`src/rtl/tvbf_pkg.sv`:
```
// Shared constants and the command type for the text view byte filter.
// No dependencies; every other file of the block imports this package.
package tvbf_pkg;

    localparam int NUMBER_DIGITS = 6;
    localparam int NUM_W         = 4 * NUMBER_DIGITS;
    localparam int DIG_IDX_W     = (NUMBER_DIGITS > 1) ? $clog2(NUMBER_DIGITS) : 1;
    // Steps: digits, then the tab, then the optional lead byte, then the main byte.
    localparam int STEP_TAB      = NUMBER_DIGITS;
    localparam int STEP_PRE      = NUMBER_DIGITS + 1;
    localparam int STEP_MAIN     = NUMBER_DIGITS + 2;
    localparam int STEP_W        = $clog2(NUMBER_DIGITS + 3);

    localparam int QUEUE_DEPTH   = 4;
    localparam int QPTR_W        = $clog2(QUEUE_DEPTH);

    localparam int CFG_IDX_W     = 3;

    typedef enum logic [CFG_IDX_W-1:0] {
        REG_NUMBER_ALL,
        REG_NUMBER_NONBLANK,
        REG_SQUEEZE_BLANK,
        REG_SHOW_ENDS,
        REG_SHOW_TABS,
        REG_SHOW_NONPRINTING,
        REG_SPARE_6,
        REG_SPARE_7
    } t_cfg_reg;

    localparam logic [7:0] CH_TAB       = 8'h09;
    localparam logic [7:0] CH_LF        = 8'h0A;
    localparam logic [7:0] CH_SPACE     = 8'h20;
    localparam logic [7:0] CH_DOLLAR    = 8'h24;
    localparam logic [7:0] CH_ZERO      = 8'h30;
    localparam logic [7:0] CH_I         = 8'h49;
    localparam logic [7:0] CH_CARET     = 8'h5E;
    localparam logic [7:0] CH_DEL       = 8'h7F;
    localparam logic [7:0] CTRL_LIMIT   = 8'd32;
    localparam logic [7:0] CARET_OFFSET = 8'd64;

    typedef struct packed {
        logic                     has_num;
        logic [NUM_W-1:0]         num_bcd;
        logic [NUMBER_DIGITS-1:0] blank;
        logic                     has_pre;
        logic [7:0]               pre_byte;
        logic [7:0]               main_byte;
    } t_cmd;

    typedef struct packed {
        logic full;
        logic empty;
    } t_queue_status;

endpackage

```
`src/rtl/text_view_byte_filter_unit.sv`:
```
// Text view byte filter: turns a raw text byte stream into its viewed form,
// with optional line numbers, squeezed blank lines, '$' at line ends, ^I tabs
// and caret notation for control bytes. An input byte is taken in any cycle
// in which the command queue has room, and results leave at one byte per
// cycle while pop is held. A squeezed newline yields no result; any other
// byte yields one to nine result bytes (a numbered line start yields eight,
// or nine when a lead byte such as '$' or '^' is added), so the sustained
// input rate is set by the output expander, e.g. one byte per cycle for plain
// text. An item's first result is held in the command queue, then in the
// output register. The four-entry queue lets input continue while a number
// prefix is expanded. Depends on tvbf_pkg, tvbf_front, tvbf_queue, tvbf_back.
module text_view_byte_filter_unit
    import tvbf_pkg::*;
(
    input  logic                 i_clk,
    input  logic                 i_rst_n,
    input  logic                 i_cfg_valid,
    output logic                 o_cfg_ready,
    input  logic [CFG_IDX_W-1:0] i_cfg_index,
    input  logic                 i_cfg_data,
    input  logic                 push,
    output logic                 full,
    input  logic [7:0]           i_in_byte,
    input  logic                 pop,
    output logic                 empty,
    output logic [7:0]           o_out_byte,
    output logic                 o_last_of_run
);

    t_cmd          cmd, head;
    logic          cmd_push, head_pop;
    t_queue_status q_status;

    assign o_cfg_ready = 1'b1;
    assign full        = q_status.full;

    tvbf_front u_front (
        .i_clk       (i_clk),
        .i_rst_n     (i_rst_n),
        .i_cfg_valid (i_cfg_valid),
        .i_cfg_index (i_cfg_index),
        .i_cfg_data  (i_cfg_data),
        .i_accept    (push && !q_status.full),
        .i_in_byte   (i_in_byte),
        .o_cmd_push  (cmd_push),
        .o_cmd       (cmd)
    );

    tvbf_queue u_queue (
        .i_clk    (i_clk),
        .i_rst_n  (i_rst_n),
        .i_push   (cmd_push),
        .i_cmd    (cmd),
        .i_pop    (head_pop),
        .o_head   (head),
        .o_status (q_status)
    );

    tvbf_back u_back (
        .i_clk         (i_clk),
        .i_rst_n       (i_rst_n),
        .i_head        (head),
        .i_head_empty  (q_status.empty),
        .o_head_pop    (head_pop),
        .i_pop         (pop),
        .o_empty       (empty),
        .o_out_byte    (o_out_byte),
        .o_last_of_run (o_last_of_run)
    );

endmodule

```
`src/rtl/tvbf_front.sv`:
```
// Front end: configuration registers, line state and classification of each
// accepted item into an expansion command. Depends on tvbf_pkg.
module tvbf_front
    import tvbf_pkg::*;
(
    input  logic                 i_clk,
    input  logic                 i_rst_n,
    input  logic                 i_cfg_valid,
    input  logic [CFG_IDX_W-1:0] i_cfg_index,
    input  logic                 i_cfg_data,
    input  logic                 i_accept,
    input  logic [7:0]           i_in_byte,
    output logic                 o_cmd_push,
    output t_cmd                 o_cmd
);

    logic             r_number_all, r_number_nonblank, r_squeeze_blank;
    logic             r_show_ends, r_show_tabs, r_show_nonprint;
    logic             r_at_line_start;
    logic [1:0]       r_blank_run;
    logic [NUM_W-1:0] r_line_bcd;

    logic             n_at_line_start;
    logic [1:0]       n_blank_run;
    logic [NUM_W-1:0] n_line_bcd;

    logic             is_nl;
    logic             empty_line;
    logic [1:0]       blank_inc;
    logic             drop;
    logic             do_number;
    logic             all_nines;
    logic             carry;
    logic             leading;
    logic [3:0]       digit;
    logic [NUM_W-1:0] bumped;
    logic [NUMBER_DIGITS-1:0] blank_mask;

    always_ff @(posedge i_clk) begin
        if (!i_rst_n) begin
            r_number_all      <= 1'b0;
            r_number_nonblank <= 1'b0;
            r_squeeze_blank   <= 1'b0;
            r_show_ends       <= 1'b0;
            r_show_tabs       <= 1'b0;
            r_show_nonprint   <= 1'b0;
        end else if (i_cfg_valid) begin
            case (i_cfg_index)
                REG_NUMBER_ALL:       r_number_all      <= i_cfg_data;
                REG_NUMBER_NONBLANK:  r_number_nonblank <= i_cfg_data;
                REG_SQUEEZE_BLANK:    r_squeeze_blank   <= i_cfg_data;
                REG_SHOW_ENDS:        r_show_ends       <= i_cfg_data;
                REG_SHOW_TABS:        r_show_tabs       <= i_cfg_data;
                REG_SHOW_NONPRINTING: r_show_nonprint   <= i_cfg_data;
                default: ;
            endcase
        end
    end

    // Saturating BCD increment and the leading-blank mask of the current number.
    always_comb begin
        all_nines  = 1'b1;
        carry      = 1'b1;
        leading    = 1'b1;
        bumped     = r_line_bcd;
        blank_mask = '0;
        for (int d = 0; d < NUMBER_DIGITS; d++) begin
            digit = r_line_bcd[4*d +: 4];
            if (digit != 4'd9) all_nines = 1'b0;
            if (carry) begin
                if (digit == 4'd9) begin
                    bumped[4*d +: 4] = 4'd0;
                end else begin
                    bumped[4*d +: 4] = digit + 4'd1;
                    carry = 1'b0;
                end
            end
        end
        for (int d = NUMBER_DIGITS - 1; d >= 0; d--) begin
            digit = r_line_bcd[4*d +: 4];
            if (digit != 4'd0 || d == 0) leading = 1'b0;
            blank_mask[d] = leading;
        end
    end

    always_comb begin
        is_nl      = (i_in_byte == CH_LF);
        empty_line = is_nl && r_at_line_start;
        blank_inc  = (r_blank_run == 2'd3) ? 2'd3 : r_blank_run + 2'd1;
        drop       = empty_line && r_squeeze_blank && (blank_inc > 2'd1);
        do_number  = r_at_line_start &&
                     ((r_number_nonblank && !is_nl) ||
                      (r_number_all && !r_number_nonblank));

        n_blank_run     = empty_line ? blank_inc : (is_nl ? r_blank_run : 2'd0);
        n_at_line_start = drop ? r_at_line_start : is_nl;
        n_line_bcd      = (!drop && do_number && !all_nines) ? bumped : r_line_bcd;

        o_cmd.has_num   = do_number;
        o_cmd.num_bcd   = r_line_bcd;
        o_cmd.blank     = blank_mask;
        o_cmd.has_pre   = 1'b0;
        o_cmd.pre_byte  = CH_CARET;
        o_cmd.main_byte = i_in_byte;
        if (is_nl) begin
            o_cmd.has_pre  = r_show_ends;
            o_cmd.pre_byte = CH_DOLLAR;
        end else if (i_in_byte == CH_TAB) begin
            if (r_show_tabs) begin
                o_cmd.has_pre   = 1'b1;
                o_cmd.main_byte = CH_I;
            end
        end else if (r_show_nonprint && i_in_byte < CTRL_LIMIT) begin
            o_cmd.has_pre   = 1'b1;
            o_cmd.main_byte = i_in_byte + CARET_OFFSET;
        end else if (r_show_nonprint && i_in_byte == CH_DEL) begin
            o_cmd.has_pre   = 1'b1;
            o_cmd.main_byte = i_in_byte - CARET_OFFSET;
        end

        o_cmd_push = i_accept && !drop;
    end

    always_ff @(posedge i_clk) begin
        if (!i_rst_n) begin
            r_at_line_start <= 1'b1;
            r_blank_run     <= 2'd0;
            r_line_bcd      <= NUM_W'(1);
        end else if (i_accept) begin
            r_at_line_start <= n_at_line_start;
            r_blank_run     <= n_blank_run;
            r_line_bcd      <= n_line_bcd;
        end
    end

endmodule

```
`src/rtl/tvbf_queue.sv`:
```
// Short command queue between the front end and the expander.
// Depends on tvbf_pkg for the command type and depth.
module tvbf_queue
    import tvbf_pkg::*;
(
    input  logic          i_clk,
    input  logic          i_rst_n,
    input  logic          i_push,
    input  t_cmd          i_cmd,
    input  logic          i_pop,
    output t_cmd          o_head,
    output t_queue_status o_status
);

    t_cmd              r_mem [QUEUE_DEPTH];
    logic [QPTR_W:0]   r_wr_ptr, r_rd_ptr;
    logic [QPTR_W:0]   count;

    assign count           = r_wr_ptr - r_rd_ptr;
    assign o_status.full   = count[QPTR_W];
    assign o_status.empty  = (r_wr_ptr == r_rd_ptr);
    assign o_head          = r_mem[r_rd_ptr[QPTR_W-1:0]];

    always_ff @(posedge i_clk) begin
        if (i_push && !o_status.full) begin
            r_mem[r_wr_ptr[QPTR_W-1:0]] <= i_cmd;
        end
    end

    always_ff @(posedge i_clk) begin
        if (!i_rst_n) begin
            r_wr_ptr <= '0;
            r_rd_ptr <= '0;
        end else begin
            if (i_push && !o_status.full) r_wr_ptr <= r_wr_ptr + 1'b1;
            if (i_pop && !o_status.empty) r_rd_ptr <= r_rd_ptr + 1'b1;
        end
    end

endmodule

```
`src/rtl/tvbf_back.sv`:
```
// Expander: walks each queued command byte by byte into a registered output.
// Depends on tvbf_pkg.
module tvbf_back
    import tvbf_pkg::*;
(
    input  logic       i_clk,
    input  logic       i_rst_n,
    input  t_cmd       i_head,
    input  logic       i_head_empty,
    output logic       o_head_pop,
    input  logic       i_pop,
    output logic       o_empty,
    output logic [7:0] o_out_byte,
    output logic       o_last_of_run
);

    logic              r_out_valid;
    logic [7:0]        r_out_byte;
    logic              r_out_last;
    logic              r_busy;
    logic [STEP_W-1:0] r_step;

    logic              load;
    logic [STEP_W-1:0] start_step, cur_step, n_step;
    logic [DIG_IDX_W-1:0] dig_idx;
    logic [7:0]        byte_sel;
    logic              is_last;

    always_comb begin
        if (i_head.has_num)      start_step = '0;
        else if (i_head.has_pre) start_step = STEP_W'(STEP_PRE);
        else                     start_step = STEP_W'(STEP_MAIN);
        cur_step = r_busy ? r_step : start_step;
        is_last  = (cur_step == STEP_W'(STEP_MAIN));
        n_step   = (cur_step == STEP_W'(STEP_TAB) && !i_head.has_pre) ?
                   STEP_W'(STEP_MAIN) : cur_step + 1'b1;

        dig_idx  = DIG_IDX_W'(NUMBER_DIGITS - 1) - cur_step[DIG_IDX_W-1:0];
        if (cur_step == STEP_W'(STEP_MAIN))      byte_sel = i_head.main_byte;
        else if (cur_step == STEP_W'(STEP_PRE))  byte_sel = i_head.pre_byte;
        else if (cur_step == STEP_W'(STEP_TAB))  byte_sel = CH_TAB;
        else if (i_head.blank[dig_idx])          byte_sel = CH_SPACE;
        else byte_sel = CH_ZERO + {4'd0, i_head.num_bcd[4*dig_idx +: 4]};

        load       = !r_out_valid || i_pop;
        o_head_pop = load && !i_head_empty && is_last;
    end

    always_ff @(posedge i_clk) begin
        if (!i_rst_n) begin
            r_out_valid <= 1'b0;
            r_busy      <= 1'b0;
            r_step      <= '0;
        end else if (load) begin
            r_out_valid <= !i_head_empty;
            if (!i_head_empty) begin
                r_busy <= !is_last;
                r_step <= n_step;
            end
        end
    end

    always_ff @(posedge i_clk) begin
        if (load && !i_head_empty) begin
            r_out_byte <= byte_sel;
            r_out_last <= is_last;
        end
    end

    assign o_empty       = !r_out_valid;
    assign o_out_byte    = r_out_byte;
    assign o_last_of_run = r_out_last;

endmodule
```
`config.mk`:
```
export PLATFORM = sky130hd
export DESIGN_NAME = text_view_byte_filter_unit
export DESIGN_NICKNAME = d
export VERILOG_FILES = /design/src/rtl/tvbf_pkg.sv /design/src/rtl/text_view_byte_filter_unit.sv /design/src/rtl/tvbf_front.sv /design/src/rtl/tvbf_queue.sv /design/src/rtl/tvbf_back.sv
export SDC_FILE = /design/constraint.sdc
export NUM_CORES = 1
export LEC_CHECK = 0
export BUFFER_PORTS_ARGS = -buffer_cell sky130_fd_sc_hd__buf_4
export CAP_MARGIN = 20
export CORE_UTILIZATION = 30
export DETAILED_ROUTE_END_ITERATION = 8
export GPL_TIMING_DRIVEN = 1
export PLACE_DENSITY = 0.44
export SYNTH_ARGS = -nofsm -noshare
export SYNTH_HDL_FRONTEND = slang
export SYNTH_HIERARCHICAL = 1
export SYNTH_SLANG_ARGS = --single-unit
```
`constraint.sdc`:
```
create_clock -name i_clk -period 4.2 [get_ports i_clk]
set_input_delay 0.21 -clock i_clk [delete_from_list [all_inputs] [get_ports i_clk]]
set_output_delay 0.21 -clock i_clk [all_outputs]
set_load 0.02 [all_outputs]
```
Word-level counts from Yosys, hierarchy flattened --
Memories as Yosys holds them, arrays and structs flattened. A register that Yosys moved wholly into a read port is not among the register bits. Index checks and enable logic that the tools add are counted. W data, S select, Z words.
Operators by class: shift operators 1, bitwise gates (word level) 2, add/sub/neg operators 15, magnitude comparators 3, multiplexer cells 54, reductions and logical operators 49, equal/unequal tests 26
Operators with widths (count):
- $mux W8 | 9
- $mux W4 | 10
- $add A4 B1 Y4 const B | 7
- $eq A4 B4 Y1 const B | 7
- $mux W1 | 28
- $ne A4 B4 Y1 const B | 6
- $shiftx A24 B6 Y4 | 1
- $reduce_and A2 Y1 | 10
- $reduce_bool A4 Y1 | 5
- $logic_and A1 B1 Y1 | 17
- $eq A8 B4 Y1 const B | 2
- $reduce_and A3 Y1 | 5
- $mux W2 | 5
- $logic_not A1 Y1 | 9
- $add A8 B7 Y8 const B | 1
- $eq A4 B3 Y1 const B | 2
- $eq A8 B7 Y1 const B | 1
- $lt A8 B6 Y1 const B | 1
- $sub A8 B7 Y8 const B | 1
- $add A6 B4 Y7 const A | 1
- $mux W7 | 1
- $add A3 B1 Y3 const B | 2
- $eq A3 B2 Y1 const B | 2
- $eq A3 B3 Y1 const B | 2
- 13 further kinds | 15
Word-level totals: RAM bits 184, output and inout port bits 12, register bits after elaboration 54, logic and storage cells 172, memories kept 1
Memories:
- u_queue.r_mem | words 4, width 46, rd ports 1, clocked after Yosys merged registers in 1, wr ports 1, line tvbf_queue.sv:15 | t_cmd r_mem [QUEUE_DEPTH];

Longest topological paths before layout --
word-level depth 10, gate-level depth with buffers 12, depth with buffers taken out 11

By module --
The synthesis kept the hierarchy.
By module, submodules not included:
- tvbf_queue | cells an instance 303, instances 1, sequential area each 5925.7 um^2, area each 7403.4 um^2
- tvbf_front | cells an instance 265, instances 1, sequential area each 660.6 um^2, area each 2093.3 um^2
- tvbf_back | cells an instance 126, instances 1, sequential area each 390.4 um^2, area each 1127.3 um^2
- text_view_byte_filter_unit | cells an instance 3, instances 1, sequential area each 0.0 um^2, area each 25.0 um^2

Least setup slack after synthesis --
Ideal clock, no wire load.
path kind register to register, start point register u_queue.r_rd_ptr[1], end point memory u_queue/r_mem[3][0] (netlist name), enable pin, slack 143 ps, stages on the path, launching flop included 10, period minus slack after synthesis 4057 ps, library setup time 445 ps, path buffers 0, arrival 3612 ps, cells stage by stage dfxtp_1 inv_1 ha_1 nor2b_1 or3_4 and2_4 nor2b_4 o21a_1 inv_1 nor3_2
On the way: word-level cells in the longest chain between the ends 7
Ends and longest elaborated chain:
- start, declared | line tvbf_queue.sv:16 | logic [QPTR_W:0] r_wr_ptr, r_rd_ptr;
- start signal, assigned | line tvbf_queue.sv:36 | if (i_pop && !o_status.empty) r_rd_ptr <= r_rd_ptr + 1'b1;
- $sub A3 B3 Y3 | line tvbf_queue.sv:19 | assign count = r_wr_ptr - r_rd_ptr;
- named net full | line text_view_byte_filter_unit.sv:22 | output logic full,
- $logic_not A1 Y1 | line text_view_byte_filter_unit.sv:43 | .i_accept (push && !q_status.full),
- $logic_and A1 B1 Y1 | line text_view_byte_filter_unit.sv:43
- $logic_and A1 B1 Y1 | line tvbf_front.sv:121 | o_cmd_push = i_accept && !drop;
- named net cmd_push | line text_view_byte_filter_unit.sv:31 | logic cmd_push, head_pop;
- $logic_and A1 B1 Y1 | line tvbf_queue.sv:25 | if (i_push && !o_status.full) begin
- $mux W1 | line tvbf_queue.sv:25
- $mux W1 (not written as such) | line tvbf_queue.sv:26 | r_mem[r_wr_ptr[QPTR_W-1:0]] <= i_cmd;
- end, declared | line tvbf_queue.sv:15
The timed path passes the listed nets, and every way through them passes these cells.

==> flow_summary.json <==
{
  "status": "finished clean",
  "irDropWorstVdd_v": 0.0004354,
  "cp-start-kind": "register",
  "skew_ns": 0.01415,
  "portBuffers": 27,
  "coreArea_um2": 34710,
  "setup-tns-final_ns": 0,
  "hp-class": "in2reg",
  "synth-edff-count": 201,
  "yosysUniqueCellTypes": 75,
  "ys_async_sr_fraction_pct": 0,
  "area_delta_synth_final_pct": 15.69,
  "fill_cells": 3324,
  "synth_cells": 697,
  "synth-seq-area-share_pct": 65.52,
  "ioPinCount": 29,
  "cts_num_sinks": 248,
  "wl_per_cell_um": 19.90,
  "hold_buffers": 8,
  "die_w_um": 190.4,
  "syn_avg_cell_area_um2": 15.28,
  "die_h_um": 190.4,
  "start_util_pct": 30.68,
  "post_cts_buffers": 0,
  "wl_mm": 24.08,
  "most-common-layout-cells": "edfxtp_1 (201), mux4_2 (48), dfxtp_1 (45)",
  "synth-warning-count": 6,
  "hold_viol_final": 0,
  "tritoncts": "yes",
  "grt_pass1_wl_mm": 37.74,
  "grt_usage_pct": 13.67,
  "clock_latency_ns": 0.53,
  "grt_pass1_vias": 6324,
  "grt_max_degree": 49,
  "powerDensity_nw_per_um2": 611.9,
  "path_clk_slew_ns": 0.06,
  "fmax_mhz": 279.1,
  "antenna_cells": 0,
  "firstDrtPassIters": 4,
  "maxSlewViolCount": 0,
  "setup_viol": 0,
  "critPathKind": "reg2reg",
  "fin_nets": 763,
  "cts.path.max_buffers": 3,
  "num_rows": 68,
  "drtIter0Drc": 368,
  "syn_area_um2": 10650,
  "post-route-min-period_ns": 3.583,
  "ctsResizeCount": 0,
  "period_share_pct": 85.31,
  "mostFrequentLayoutCell": "edfxtp_1",
  "critPathRequiredTime_ns": 4.58,
  "tightestPinTransition_ns": 0.7904,
  "drv_cap": 0,
  "arrival_ns": 3.96,
  "grt_setup_unrepaired": "no",
  "cts_buffers": 28,
  "whs_ns": 0.02074,
  "antenna_found_initial": 0,
  "post-dp-hpwl_mm": 15.31,
  "ys_ff_latch": 248,
  "p_leak_nw": 3.910,
  "critPathCaptureType": "register",
  "vias": 6030,
  "drc": 0,
  "htree_levels": 1,
  "vias_per_cell": 4.983,
  "overflow": 0,
  "gp_congestion": 0.7806,
  "ys.flop_type": "edfxtp_1",
  "ant_nets": 0,
  "cts-root-buf": "clkbuf_16",
  "slew_headroom_pct": 46.82,
  "drive_above_1_share_pct": 19.07,
  "cp_max_fo": 11,
  "die_area_um2": 36250
}
## sequential cells by signal, summed over array words and instances, names as in the netlist, named ones only
register and count:
u_front/r_show_tabs 1, u_front/r_at_line_start 1, u_front/r_line_bcd 24, u_back/r_busy 1
u_queue/r_rd_ptr 3, u_back/r_out_valid 1, u_back/o_out_byte 8, u_queue/r_wr_ptr 3
u_front/r_number_nonblank 1, u_front/r_squeeze_blank 1, u_front/r_blank_run 2, u_front/r_show_ends 1
u_back/o_last_of_run 1, u_front/r_number_all 1, u_queue/r_mem 192, u_front/r_show_nonprint 1
u_back/r_step 4
## layout make-up
class	count	area, µm²	share of cell area [%]
inverter	25	93.84	0.7617
tap	455	569.3	4.621
timing repair buffer	43	392.9	3.189
clock buffer	43	798.3	6.480
clock inverter	9	91.34	0.7414
sequential	248	6982	56.67
multi-input combinational	387	3392	27.53
## through the flow
step	setup slack (ns)	std cells	total power [W]	utilization (%)	instance area, µm²
4_1_cts	0.6105	1210	0.007644	35.49	12320
3_3_place_gp	0.7215	1150	0.005231	32.70	11350
5_1_grt	0.4504	1210	0.007914	35.49	12320
3_5_place_dp	0.6437	1150	0.005259	32.70	11350
6_report	0.6170	1210	0.007538	35.49	12320
2_1_floorplan	0.1428	699	0.004569	-	10660
## layer usage
metal | up-vias | share of wire [%] | global-route usage, %
met3 | 32 | 3.4 | 1.822
met1 | 3109 | 47 | 18.50
met2 | 94 | 48 | 22.98
li1 | 2795 | - | -
met5 | - | 0 | 0
met4 | 0 | 1.7 | 3.662
## worst paths after layout
path	cells after the start	to	slack [ns]	start
worst max-delay path	8	u_back/o_out_byte[3]	0.62	register
worst min-delay path	2	u_front/r_line_bcd[0]	0.02	i_rst_n
worst max register to register	8	u_back/o_out_byte[3]	0.62	register
worst min register to register	2	u_back/r_out_valid	0.51	u_back/r_out_valid
## worst max-delay path, stage by stage, from the launching register on
cell and delay (ns):
dfxtp_4 0.46, mux4_2 0.58, or3b_1 0.50, nand2_1 0.27
ha_1 0.39, nor2b_1 0.19, a221o_1 0.36, or4_1 0.51
a21oi_1 0.16
## synthesized netlist by cell type (4+ instances only)
cell,number,area (µm²)
o31ai_1,8,60.06
nand3_1,10,50.05
o21ai_0,15,75.07
nor3_1,5,25.02
or3_1,9,56.30
or4_1,11,82.58
buf_4,13,97.59
buf_2,7,35.03
mux2i_1,21,210.2
a21oi_1,27,135.1
nand2b_1,9,56.30
nand4_1,4,25.02
edfxtp_1,201,6036
o211ai_1,4,30.03
and2_1,9,56.30
a22oi_1,6,45.04
nor2_1,28,105.1
xnor2_1,7,61.31
o21ai_1,11,55.05
mux4_2,48,1081
dfxtp_1,47,940.9
nand2_1,40,150.1
nand4b_1,4,35.03
and3_1,6,37.54
nor2b_1,15,93.84
clkbuf_1,16,60.06
nor4_1,5,31.28
a31oi_1,4,25.02
inv_1,21,78.83
ha_1,13,162.7
## cell families (layout without fill, tap and decap cells)
group,after synthesis,after routing,synth area share [%]
flip-flops,248,248,65.52
AND/OR/NAND/NOR,179,179,9.729
AO/OA/AOI/OAI,108,108,7.038
multiplexers,73,73,12.55
buffers and inverters,64,120,2.796
adder cells (fa/ha/maj),13,13,1.527
XOR/XNOR,9,9,0.7403
other,3,5,0.1057
## where the power goes
group / switching (W) / internal, W
Combinational: 0.00112 / 0.000712
Sequential: 0.000154 / 0.00319
Clock: 0.000933 / 0.00142
No activity file was read; power rests on OpenSTA's default activity.
